$ cat config.mk
export PLATFORM = sky130hd
export DESIGN_NAME = wildcard_glob_matcher_core
export DESIGN_NICKNAME = d
export VERILOG_FILES = /design/src/wgm_pkg.sv /design/src/wgm_closure.sv /design/src/wgm_cells.sv /design/src/wildcard_glob_matcher_core.sv
export SDC_FILE = /design/constraint.sdc
export NUM_CORES = 2
export LEC_CHECK = 0
export ABC_AREA = 1
export BUFFER_PORTS_ARGS = -buffer_cell sky130_fd_sc_hd__buf_2
export CORE_MARGIN = 3
export CORE_UTILIZATION = 45
export DETAILED_ROUTE_END_ITERATION = 16
export PLACE_DENSITY = 0.65
export SYNTH_ARGS = -nofsm -noshare
export SYNTH_HDL_FRONTEND = slang
export SYNTH_SLANG_ARGS = --single-unit
$ cat constraint.sdc
create_clock -name clk -period 4.2 [get_ports clk]
set_input_delay 0.63 -clock clk [delete_from_list [all_inputs] [get_ports clk]]
set_output_delay 0.63 -clock clk [all_outputs]
set_load 0.01 [all_outputs]
$ cat src/wgm_pkg.sv
`timescale 1ns / 1ps
// ----------------------------------------------------------------------------
// wgm_pkg
// Shared types and constants of the wildcard glob matcher: request and
// result words, request codes and the two wildcard symbols.
// ----------------------------------------------------------------------------
package wgm_pkg;

  typedef enum logic [1:0] {
    REQ_CLEAR  = 2'd0,
    REQ_APPEND = 2'd1,
    REQ_TEXT   = 2'd2,
    REQ_FINISH = 2'd3
  } req_kind_t;

  typedef struct packed {
    req_kind_t   req_type;
    logic [7:0]  symbol;
  } req_word_t;

  typedef struct packed {
    logic matched;
    logic overflow;
  } rsp_word_t;

  localparam logic [7:0] SYM_STAR = 8'h2A;
  localparam logic [7:0] SYM_ANY  = 8'h3F;

endpackage

$ cat src/wgm_closure.sv
`timescale 1ns / 1ps
// ----------------------------------------------------------------------------
// wgm_closure
// Star closure of a live position vector: a live position whose propagate
// bit is set makes the next position live, repeated over runs of stars.
// Built as a parallel prefix network with log2(W) levels.
// ----------------------------------------------------------------------------
module wgm_closure #(
  parameter int unsigned W = 65
) (
  input  logic [W-1:0] base,
  input  logic [W-1:0] prop,
  output logic [W-1:0] live
);

  localparam int unsigned LVLS = (W > 1) ? $clog2(W) : 1;

  logic [W-1:0] gen_l  [LVLS+1];
  logic [W-1:0] prop_l [LVLS+1];

  assign gen_l[0]  = base;
  assign prop_l[0] = prop;

  // prop[k] set means position k is reached from a live position k-1
  for (genvar l = 0; l < LVLS; l++) begin : g_lvl
    assign gen_l[l+1]  = gen_l[l] | (prop_l[l] & (gen_l[l] << (1 << l)));
    assign prop_l[l+1] = prop_l[l] & (prop_l[l] << (1 << l));
  end

  assign live = gen_l[LVLS];

endmodule

$ cat src/wgm_cells.sv
`timescale 1ns / 1ps
// ----------------------------------------------------------------------------
// wgm_cells
// Row of pattern cells. Each cell stores one pattern byte, decodes its
// wildcard kind and computes its share of the position advance on a text
// byte. Also gives the star mask of the stored pattern and of the pattern
// with the byte being appended.
// ----------------------------------------------------------------------------
module wgm_cells #(
  parameter int unsigned N = 64
) (
  input  logic                       clk,
  input  logic [$clog2(N+1)-1:0]     length,
  input  logic [N-1:0]               live,
  input  logic [7:0]                 symbol,
  input  logic                       wr_en,
  output logic [N-1:0]               star_mask,
  output logic [N-1:0]               star_append,
  output logic [N:0]                 adv_base
);

  localparam int unsigned LEN_W = $clog2(N+1);

  logic [7:0]   store [N];
  logic [N-1:0] used;
  logic [N-1:0] stay;
  logic [N-1:0] step;
  logic [N-1:0] wr_hit;
  logic         sym_is_star;

  assign sym_is_star = (symbol == wgm_pkg::SYM_STAR);

  for (genvar k = 0; k < N; k++) begin : g_cell
    logic is_star;
    logic is_any;

    always_ff @(posedge clk) begin
      if (wr_hit[k]) begin
        store[k] <= symbol;
      end
    end

    assign wr_hit[k]      = wr_en && (length == LEN_W'(k));
    assign used[k]        = LEN_W'(k) < length;
    assign is_star        = (store[k] == wgm_pkg::SYM_STAR);
    assign is_any         = (store[k] == wgm_pkg::SYM_ANY);
    assign star_mask[k]   = used[k] && is_star;
    assign star_append[k] = star_mask[k] || (wr_hit[k] && sym_is_star);
    // a star keeps its position live, anything else steps on a match
    assign stay[k]        = live[k] && used[k] && is_star;
    assign step[k]        = live[k] && used[k] && !is_star &&
                            (is_any || (store[k] == symbol));
  end

  assign adv_base[0] = stay[0];
  for (genvar k = 1; k < N; k++) begin : g_adv
    assign adv_base[k] = stay[k] || step[k-1];
  end
  assign adv_base[N] = step[N-1];

endmodule

$ cat src/wildcard_glob_matcher_core.sv
`timescale 1ns / 1ps
// ----------------------------------------------------------------------------
// wildcard_glob_matcher_core
// Whole-string glob matcher with '?' and '*' over a pattern of up to
// PAT_MAX bytes.
// ----------------------------------------------------------------------------
// One request word is taken every clock cycle, with no gaps between clear,
// append, text and finish words. A word is registered on acceptance and
// executed from that register in the following cycle unless it waits; then
// every pattern position is updated at once and the star closure runs
// through a log2(PAT_MAX+1)-level prefix network, and a finish word's result
// is written to the result register. Only a finish word that meets a
// stalled result waits, and the request side stalls behind it.
module wildcard_glob_matcher_core #(
  parameter int unsigned PAT_MAX = 64
) (
  input  logic               clk,
  input  logic               rst,
  input  logic               req_valid,
  output logic               req_stall,
  input  wgm_pkg::req_word_t req_word,
  output logic               rsp_valid,
  input  logic               rsp_stall,
  output wgm_pkg::rsp_word_t rsp_word
);

  localparam int unsigned LEN_W = $clog2(PAT_MAX+1);

  logic               s1_valid;
  wgm_pkg::req_word_t s1_word;
  logic [LEN_W-1:0]   length;
  logic               ovf;
  logic [PAT_MAX:0]   live;

  logic               exec;
  logic               do_finish;
  logic               rsp_free;
  logic               has_room;
  logic               wr_en;
  logic [PAT_MAX-1:0] star_mask;
  logic [PAT_MAX-1:0] star_append;
  logic [PAT_MAX-1:0] star_sel;
  logic [PAT_MAX:0]   adv_base;
  logic [PAT_MAX:0]   base_sel;
  logic [PAT_MAX:0]   live_next;

  assign rsp_free  = !rsp_valid || !rsp_stall;
  assign exec      = s1_valid && ((s1_word.req_type != wgm_pkg::REQ_FINISH) || rsp_free);
  assign do_finish = exec && (s1_word.req_type == wgm_pkg::REQ_FINISH);
  assign req_stall = s1_valid && !exec;
  assign has_room  = length < LEN_W'(PAT_MAX);
  assign wr_en     = exec && (s1_word.req_type == wgm_pkg::REQ_APPEND) && has_room;

  // input register
  always_ff @(posedge clk) begin
    if (rst) begin
      s1_valid <= 1'b0;
    end else if (!req_stall) begin
      s1_valid <= req_valid;
    end
  end

  always_ff @(posedge clk) begin
    if (!req_stall && req_valid) begin
      s1_word <= req_word;
    end
  end

  wgm_cells #(
    .N (PAT_MAX)
  ) u_cells (
    .clk         (clk),
    .length      (length),
    .live        (live[PAT_MAX-1:0]),
    .symbol      (s1_word.symbol),
    .wr_en       (wr_en),
    .star_mask   (star_mask),
    .star_append (star_append),
    .adv_base    (adv_base)
  );

  // text words advance the vector, everything else restarts at position zero
  always_comb begin
    base_sel = (PAT_MAX+1)'(1);
    star_sel = star_mask;
    case (s1_word.req_type)
      wgm_pkg::REQ_CLEAR: begin
        star_sel = '0;
      end
      wgm_pkg::REQ_APPEND: begin
        star_sel = star_append;
      end
      wgm_pkg::REQ_TEXT: begin
        base_sel = adv_base;
      end
      default: begin
        star_sel = star_mask;
      end
    endcase
  end

  wgm_closure #(
    .W (PAT_MAX+1)
  ) u_closure (
    .base (base_sel),
    .prop ({star_sel, 1'b0}),
    .live (live_next)
  );

  always_ff @(posedge clk) begin
    if (rst) begin
      length <= '0;
      ovf    <= 1'b0;
      live   <= (PAT_MAX+1)'(1);
    end else if (exec) begin
      live <= live_next;
      case (s1_word.req_type)
        wgm_pkg::REQ_CLEAR: begin
          length <= '0;
          ovf    <= 1'b0;
        end
        wgm_pkg::REQ_APPEND: begin
          if (has_room) begin
            length <= length + LEN_W'(1);
          end else begin
            ovf <= 1'b1;
          end
        end
        default: begin
          length <= length;
        end
      endcase
    end
  end

  // result register
  always_ff @(posedge clk) begin
    if (rst) begin
      rsp_valid <= 1'b0;
    end else if (rsp_free) begin
      rsp_valid <= do_finish;
    end
  end

  always_ff @(posedge clk) begin
    if (do_finish) begin
      rsp_word.matched  <= live[length];
      rsp_word.overflow <= ovf;
    end
  end

  a_len_bound: assert property (@(posedge clk) disable iff (rst)
    length <= LEN_W'(PAT_MAX))
    else $error("pattern length beyond capacity");

  a_live_bound: assert property (@(posedge clk) disable iff (rst)
    ((live >> length) >> 1) == '0)
    else $error("live position beyond pattern end");

  a_ovf_full: assert property (@(posedge clk) disable iff (rst)
    ovf |-> (length == LEN_W'(PAT_MAX)))
    else $error("overflow flagged with room in pattern");

  a_restart: assert property (@(posedge clk) disable iff (rst)
    exec && (s1_word.req_type != wgm_pkg::REQ_TEXT) |=> live[0])
    else $error("position zero not live after restart");

  a_finish_rsp: assert property (@(posedge clk) disable iff (rst)
    do_finish |=> rsp_valid)
    else $error("finish word produced no result");

endmodule

Word-level counts from Yosys, hierarchy flattened

Memories as Yosys holds them, arrays and structs flattened.
Index checks and enable logic that the tools add are counted.

Flip-flop bits (word level): 87
Bits in latches: 0
Memory bits (writable): 512
Bits in read-only memories: 0
Bits of input ports: 14
Output and inout port bits: 4
Logic and storage cells: 1467
Memories: 1

Add/subtract/negate cells: 1
Multipliers: 0
Divide/modulo/power cells: 0
Magnitude comparators: 66
Equal/unequal tests: 262
Shift-type cells: 0
Mux-type cells: 325
Bitwise operators: 20
Reduce and logical (&&, ||, !) cells: 783

Memory list:

| memory        | depth | bits a word | rd ports | clocked after Yosys merged registers in | write ports | line            | RTL |
|---|---|---|---|---|---|---|---|
| u_cells.store | 64    | 8           | 64       | 0                                       | 1           | wgm_cells.sv:24 | `logic [7:0] store [N];` |

Operator list:

| kind                                                       | number |
|---|---|
| equality test 8 x 6 -> 1 bit (second input constant)       | 129 |
| bitwise AND 65 bit                                         | 13 |
| equality test 8 bit                                        | 64 |
| two-way mux 8 bit                                          | 63 |
| OR reduction 8 bit                                         | 63 |
| bitwise OR 65 bit                                          | 7 |
| logical AND 1 bit                                          | 454 |
| two-way mux 6 bit                                          | 63 |
| equality test 7 x 6 -> 1 bit (second input constant)       | 32 |
| less-than comparator 6 x 7 -> 1 bit (first input constant) | 32 |
| logical OR 1 bit                                           | 193 |
| two-way mux 1 bit                                          | 193 |
| case mux 64 bit (2 select lines)                           | 1 |
| equality test 7 x 5 -> 1 bit (second input constant)       | 16 |
| less-than comparator 5 x 7 -> 1 bit (first input constant) | 16 |
| zero test 1 bit                                            | 68 |
| two-way mux 65 bit                                         | 1 |
| equality test 7 x 4 -> 1 bit (second input constant)       | 8 |
| less-than comparator 4 x 7 -> 1 bit (first input constant) | 8 |
| equality test 7 x 3 -> 1 bit (second input constant)       | 4 |
| less-than comparator 3 x 7 -> 1 bit (first input constant) | 4 |
| equality test 7 x 2 -> 1 bit (second input constant)       | 2 |
| less-than comparator 1 x 7 -> 1 bit (first input constant) | 2 |
| less-than comparator 2 x 7 -> 1 bit (first input constant) | 2 |
| 15 further kinds                                           | 19 |

Depth between registers and ports, before layout

Depth in word-level cells: 73
Mapped depth: 25
Depth with buffers taken out: 23

Hierarchy

Synthesis repeated with hierarchy kept, for this count alone.

Cell total of the unflattened synthesis: 5339
Area total of the unflattened synthesis: 38535.7 µm²

By module, submodules not included:

| module                     | instances | cells an instance | area an instance (µm²) | sequential area each (µm²) |
|---|---|---|---|---|
| wgm_cells                  | 1         | 3641              | 29473.3                | 15374.7 |
| wildcard_glob_matcher_core | 1         | 765               | 5119.9                 | 1861.8 |
| wgm_closure                | 1         | 933               | 3942.5                 | 0.0 |

Worst setup path before layout

OpenSTA, ideal clock, no wires.

Path kind: register to register
From: register length[0]
To: register live[60]
Setup time: 0.057 ns
Data arrival time: 3.323 ns
Slack: 0.820 ns
Cell stages (with the launch flop): 18
Path buffers: 2
Clock period less this slack: 3.380 ns
Path through: dfxtp_1 -> inv_1 -> buf_1 -> clkbuf_1 -> ha_1 -> nand2_1 -> nor3_1 -> a21oi_1 -> nor2_1 -> inv_2 -> nor2_1 -> nand2_1 -> nor3_2 -> and3_1 -> nand3_1 -> nand3_1 -> nand2_1 -> inv_1

Cells in the longest elaborated chain, start to end: 18

RTL lines:

| item                                                                          | line                                                               | RTL |
|---|---|---|
| start, declared                                                               | wildcard_glob_matcher_core.sv:31                                   | `logic [LEN_W-1:0] length;` |
| start signal, assigned                                                        | wildcard_glob_matcher_core.sv:124                                  | `length <= length + LEN_W'(1);` |
| start signal, assigned                                                        | wildcard_glob_matcher_core.sv:130                                  | `length <= length;` |
| less-than comparator 7 bit (tied with other cells)                            | wildcard_glob_matcher_core.sv:51                                   | `assign has_room = length < LEN_W'(PAT_MAX);` |
| logical AND 1 bit (on tied branches)                                          | wildcard_glob_matcher_core.sv:52, wgm_cells.sv:50, wgm_cells.sv:51 |  |
| logical AND 1 bit (on tied branches)                                          | wgm_cells.sv:43, wgm_cells.sv:51                                   |  |
| logical AND 1 bit (on tied branches)                                          | wgm_cells.sv:48, wgm_cells.sv:51                                   |  |
| logical OR 1 bit (on tied branches)                                           | wgm_cells.sv:48, wgm_cells.sv:57                                   |  |
| case mux 64 bit (2 select lines) / two-way mux 65 bit (equally long branches) | wildcard_glob_matcher_core.sv:86                                   | `case (s1_word.req_type)` |
| bitwise AND 65 bit                                                            | wgm_closure.sv:26                                                  | `assign gen_l[l+1] = gen_l[l] \| (prop_l[l] & (gen_l[l] << (1 << l)));` |
| bitwise OR 65 bit                                                             | wgm_closure.sv:26                                                  |  |
| [... 2 more ...]                                                              | -                                                                  |  |
| bitwise AND 65 bit / bitwise OR 65 bit (equally long branches)                | wgm_closure.sv:26                                                  |  |
| bitwise OR 65 bit / bitwise AND 65 bit (equally long branches)                | wgm_closure.sv:26                                                  |  |
| bitwise AND 65 bit / bitwise OR 65 bit (equally long branches)                | wgm_closure.sv:26                                                  |  |
| bitwise OR 65 bit / bitwise AND 65 bit (equally long branches)                | wgm_closure.sv:26                                                  |  |
| bitwise AND 65 bit / bitwise OR 65 bit (equally long branches)                | wgm_closure.sv:26                                                  |  |
| bitwise OR 65 bit / bitwise AND 65 bit (equally long branches)                | wgm_closure.sv:26                                                  |  |
| bitwise OR 65 bit                                                             | wgm_closure.sv:26                                                  |  |
| bitwise OR 65 bit *                                                           | wgm_closure.sv:26                                                  |  |
| end signal, assigned                                                          | wildcard_glob_matcher_core.sv:114                                  | `live <= (PAT_MAX+1)'(1);` |
| end signal, assigned                                                          | wildcard_glob_matcher_core.sv:116                                  | `live <= live_next;` |
| end, declared                                                                 | wildcard_glob_matcher_core.sv:33                                   | `logic [PAT_MAX:0] live;` |

Every way passes the cells marked *; elsewhere a longest branch is shown, timed or not.
A chain may end at the register's enable or synchronous reset.

Worst setup path in the final report

From: register length[3]
To: register live[50]

Cells in the longest elaborated chain, start to end: 18

RTL lines:

| item                                                                          | line |
|---|---|
| less-than comparator 7 bit (tied with other cells)                            | wildcard_glob_matcher_core.sv:51 |
| logical AND 1 bit (on tied branches)                                          | wildcard_glob_matcher_core.sv:52, wgm_cells.sv:50, wgm_cells.sv:51 |
| logical AND 1 bit (on tied branches)                                          | wgm_cells.sv:43, wgm_cells.sv:51 |
| logical AND 1 bit (on tied branches)                                          | wgm_cells.sv:48, wgm_cells.sv:51 |
| logical OR 1 bit (on tied branches)                                           | wgm_cells.sv:48, wgm_cells.sv:57 |
| case mux 64 bit (2 select lines) / two-way mux 65 bit (equally long branches) | wildcard_glob_matcher_core.sv:86 |
| bitwise AND 65 bit                                                            | wgm_closure.sv:26 |
| bitwise OR 65 bit                                                             | wgm_closure.sv:26 |
| [... 2 more ...]                                                              | - |
| bitwise AND 65 bit                                                            | wgm_closure.sv:26 |
| bitwise OR 65 bit                                                             | wgm_closure.sv:26 |
| bitwise AND 65 bit                                                            | wgm_closure.sv:26 |
| bitwise OR 65 bit                                                             | wgm_closure.sv:26 |
| bitwise AND 65 bit / bitwise OR 65 bit (equally long branches)                | wgm_closure.sv:26 |
| bitwise OR 65 bit / bitwise AND 65 bit (equally long branches)                | wgm_closure.sv:26 |
| bitwise OR 65 bit                                                             | wgm_closure.sv:26 |
| bitwise OR 65 bit *                                                           | wgm_closure.sv:26 |

Marked as above.

==> results.md <==
- Of the available clock period, the critical path in the final layout requires 0.998.
- Compared with the post-synthesis result, the final layout area differs by 13.3%.
- The number of nets in the final layout is slightly above 6000.
- The synthesis-stage register bit count is about 600.
- The post-cts resize count is 0.
- The power per unit of standard cell area is around 300 mW/mm2.
- The all-layer global routing usage is 0.370.
- The worst hold path belongs to the class primary input to register.
- The TritonCTS buffer count is 73.
- The number of inserted filler cells in the final layout is around 9000.
- At the pin with the least slew margin, the transition time is between 1 and 1.5 ns.
- The post-route worst setup slack is approximately 0.0071 ns.
- The final count of pins violating max slew came to 0.
- The height of the die is about 310 um.
- The placed instances occupy a cell area of 0.0445 mm2.
- Leaving out fill and tap cells, the most frequent cell in the layout is nand2_1.
- In this run the worst path has a maximum fanout of 11.
- The distinct cell type count after synthesis is between 50 and 60.
- The remaining global-route overflow is 0.
- The count of nets left with antenna violations once routing finished came out at 0.
- The first TritonRoute pass finished after 8 iterations.
- STA classifies the critical path startpoint as a register.
- The post-synthesis instance total is around 6000.
- The register-to-register setup slack is between 0.007 and 0.008 ns.
- The via count of the first global-routing pass is 38800.
- The number of rows created at floorplan is 110.
- Max-cap violations in this run came to 0.
- In this run the clock root is driven by a clkbuf_16.
- Clock skew on the completed layout was measured at just under 0.04 ns.
- The total non-filler cell area in the finished layout is about 0.047 mm2.
- The final count of hold timing violations is 0.
- The total clock sinks is between 500 and 600.
- The number of antenna violations at the first check in global routing is 8.
- Final hold analysis gives a worst-case slack of around 0.15 ns.
- In this run the count of I/O pins placed on the die edge is 18.
- No sink is reached through more buffers than the 3 on the longest clock path.
- The width of the die is a little over 300 um.
- For this run, the number of Yosys warnings is 0.
- The summed instance area of the synthesized netlist is ~0.041 mm2.
- Using the TritonRoute via totals, the vias-per-cell ratio works out to between 5 and 6.
- The level count of the clock H-tree is 3.
- Once layout is complete, the utilization of the core stands at 0.517.
- The initial utilization of the core area, before any placement, comes to 0.457.
- The area of the multi-input gates is 0.0206 mm2.
- The data arrival time of the critical path is about 4.8 ns.
- The flow ran to the end, and the final reports show no timing, DRC or antenna violations.
- The static leakage power is 20.0 nW.
- The core region area is a little over 0.09 mm2.
- Headroom to the max-slew limit came out at 0.260.
- Before CTS, the worst setup slack after placement is ~0.10 ns.
- The number of endpoints failing setup at the final stage is 0.
- The clock transition at the register clock pins on the worst setup and hold paths after CTS is around 0.070 ns.
- The data required time of the worst path is around 4.8 ns.
- Timing would allow up to 0.238 GHz.
- The largest net degree at the start of global routing is approximately 110.
- Summing over every cut layer, the via total after detailed routing is approximately 42000.
- The floorplan step defined a die boundary enclosing between 0.09 and 0.1 mm2.
- The worst path needs between 4 and 5 ns of the cycle, external delays included.
- The library cells used most frequently in the layout, excluding fill and tap cells, are nand2_1 (2134), inv_1 (677), nor2_1 (671).
- In this run the mean area of a mapped cell was slightly below 7 um2.
- The later pin in the worst-skew pair is clocked with a latency of approximately 0.68 ns.
- The post-CTS setup repair buffer count is 0.
- The worst ir drop on vdd is 0.434 mV.
- Setup repair after global routing left no endpoint under its margin.
- The average wire per standard cell is 24.2 um.
- The fraction of final layout cells with drive strength greater than 1 is 0.0933.
- The half-perimeter wire length after placement is between 100 and 150 mm.
- The area used by sequential logic in the layout is approximately 0.017 mm2.
- The first global-routing pass estimated between 200 and 300 mm of wire.
- In this run the tool buffered the top-level ports with 17 buffer cells.
- The number of nets in the synthesized netlist is 6008.
- The class of the most critical setup path is register to register.
- The worst setup path is captured at a register.
- For this design, the CTS-stage hold fixing added 0 buffers.
- The routed wire length is ~180 mm.
- The DRC violation count after routing is 0.
- Of the synthesized area, sequential elements account for 0.416.
- The number of DRC violations after detailed-routing iteration 0 is approximately 5400.
- Routability-driven placement finished with a final weighted congestion of 1.12.
- The TritonCTS clock tree is yes.
[state kept, by name, summed over array words and instances (netlist names)]
name / count
u_cells.store: 512
live: 65
s1_word: 10
length: 7
rsp_word: 2
ovf: 1
rsp_valid: 1
s1_valid: 1
[metrics by stage]
stage,setup TNS (ns),power [mW],std cells
detailed placement,0,7.66,7265
CTS,0,13.9,7401
global placement,-0.155,7.65,7265
global route,0,14.3,7401
floorplan,0,7.21,5990
finish,0,13.9,7404
[final cells by class]
type / count / share of cell area
diodes: 3 / 0.000160
well taps: 1176 / 0.0314
flip-flops and latches: 599 / 0.367
clock buffers: 94 / 0.0413
inverters: 750 / 0.0602
multi-input cells: 4456 / 0.438
clock inverters: 42 / 0.00952
repair buffers: 284 / 0.0517
[metal layers]
layer,routed length [um],global-route usage,vias to the layer above
li1,-,-,19700
met1,74800,0.502,19700
met2,76400,0.564,2153
met3,17300,0.0716,472
met4,10800,0.190,2
met5,12,0,-
[kinds of logic (layout without fill, tap and decap cells)]
family,Yosys count,after routing,synth area share
xor gates and xnor gates,241,241,0.0510
other,0,3,0
DFF,599,599,0.416
buffers and inverters,935,1170,0.0885
and+or+nand+nor,3761,3761,0.384
adders and majority gates,4,4,0.00121
AOI/OAI and AO/OA,450,450,0.0587
[power by group]
group | internal, mW | switching [mW]
registers | 6.50 | 0.0479
clock network | 3.62 | 2.68
logic | 0.287 | 0.720
[cells in the mapped netlist, drive strengths merged]
master | count | share of area
nand2 | 2145 | 0.20
inv | 741 | 0.067
nor2 | 716 | 0.068
edfxtp | 524 | 0.38
nand3 | 378 | 0.046
xnor2 | 241 | 0.051
nand4 | 227 | 0.034
o21ai | 196 | 0.024
a21oi | 194 | 0.024
nor3 | 173 | 0.022
buf | 102 | 0.013
clkbuf | 83 | 0.0075
dfxtp | 75 | 0.036
or2 | 52 | 0.0079
nor4 | 21 | 0.0033
o211ai | 17 | 0.0031
nand3b | 16 | 0.0029
a31oi | 11 | 0.0017
and2 | 9 | 0.0014
and3 | 9 | 0.0014
clkinv | 9 | 0.00082
a41oi | 8 | 0.0017
o21a | 8 | 0.0015
nor2b | 7 | 0.0011
nor3b | 5 | 0.0010
ha | 4 | 0.0012
o21bai | 4 | 0.00073
a21boi | 3 | 0.00054
a211oi | 2 | 0.00036
or3 | 2 | 0.00030
a21o | 1 | 0.00018
a221oi | 1 | 0.00021
a22oi | 1 | 0.00018
nor4b | 1 | 0.00021
o221ai | 1 | 0.00021
o22ai | 1 | 0.00015
o31ai | 1 | 0.00018
o41ai | 1 | 0.00021
[worst paths after layout]
check                to        start  cells after the start
max            live[50]    length[3]                     18
min          s1_word[1]  req_word[1]                      1
max reg2reg    live[50]    length[3]                     18
min reg2reg    live[31]     live[31]                      2
[critical path, stage by stage (launching register included)]
cell     delay (ns)
dfxtp_1        0.68
nand2_1        0.30
nor2_1         0.39
buf_4          0.24
nand3_1        0.29
o21ai_2        0.38
nand2_1        0.09
nand2_1        0.13
nand3_1        0.09
nor3_2         0.35
nand2_1        0.29
nor3_2         0.16
nand2_1        0.12
nand2_1        0.14
buf_12         0.13
nand2_1        0.05
nand2_1        0.08
nand2_1        0.06
a21oi_1        0.11
Power figures use the tool's default switching activity.
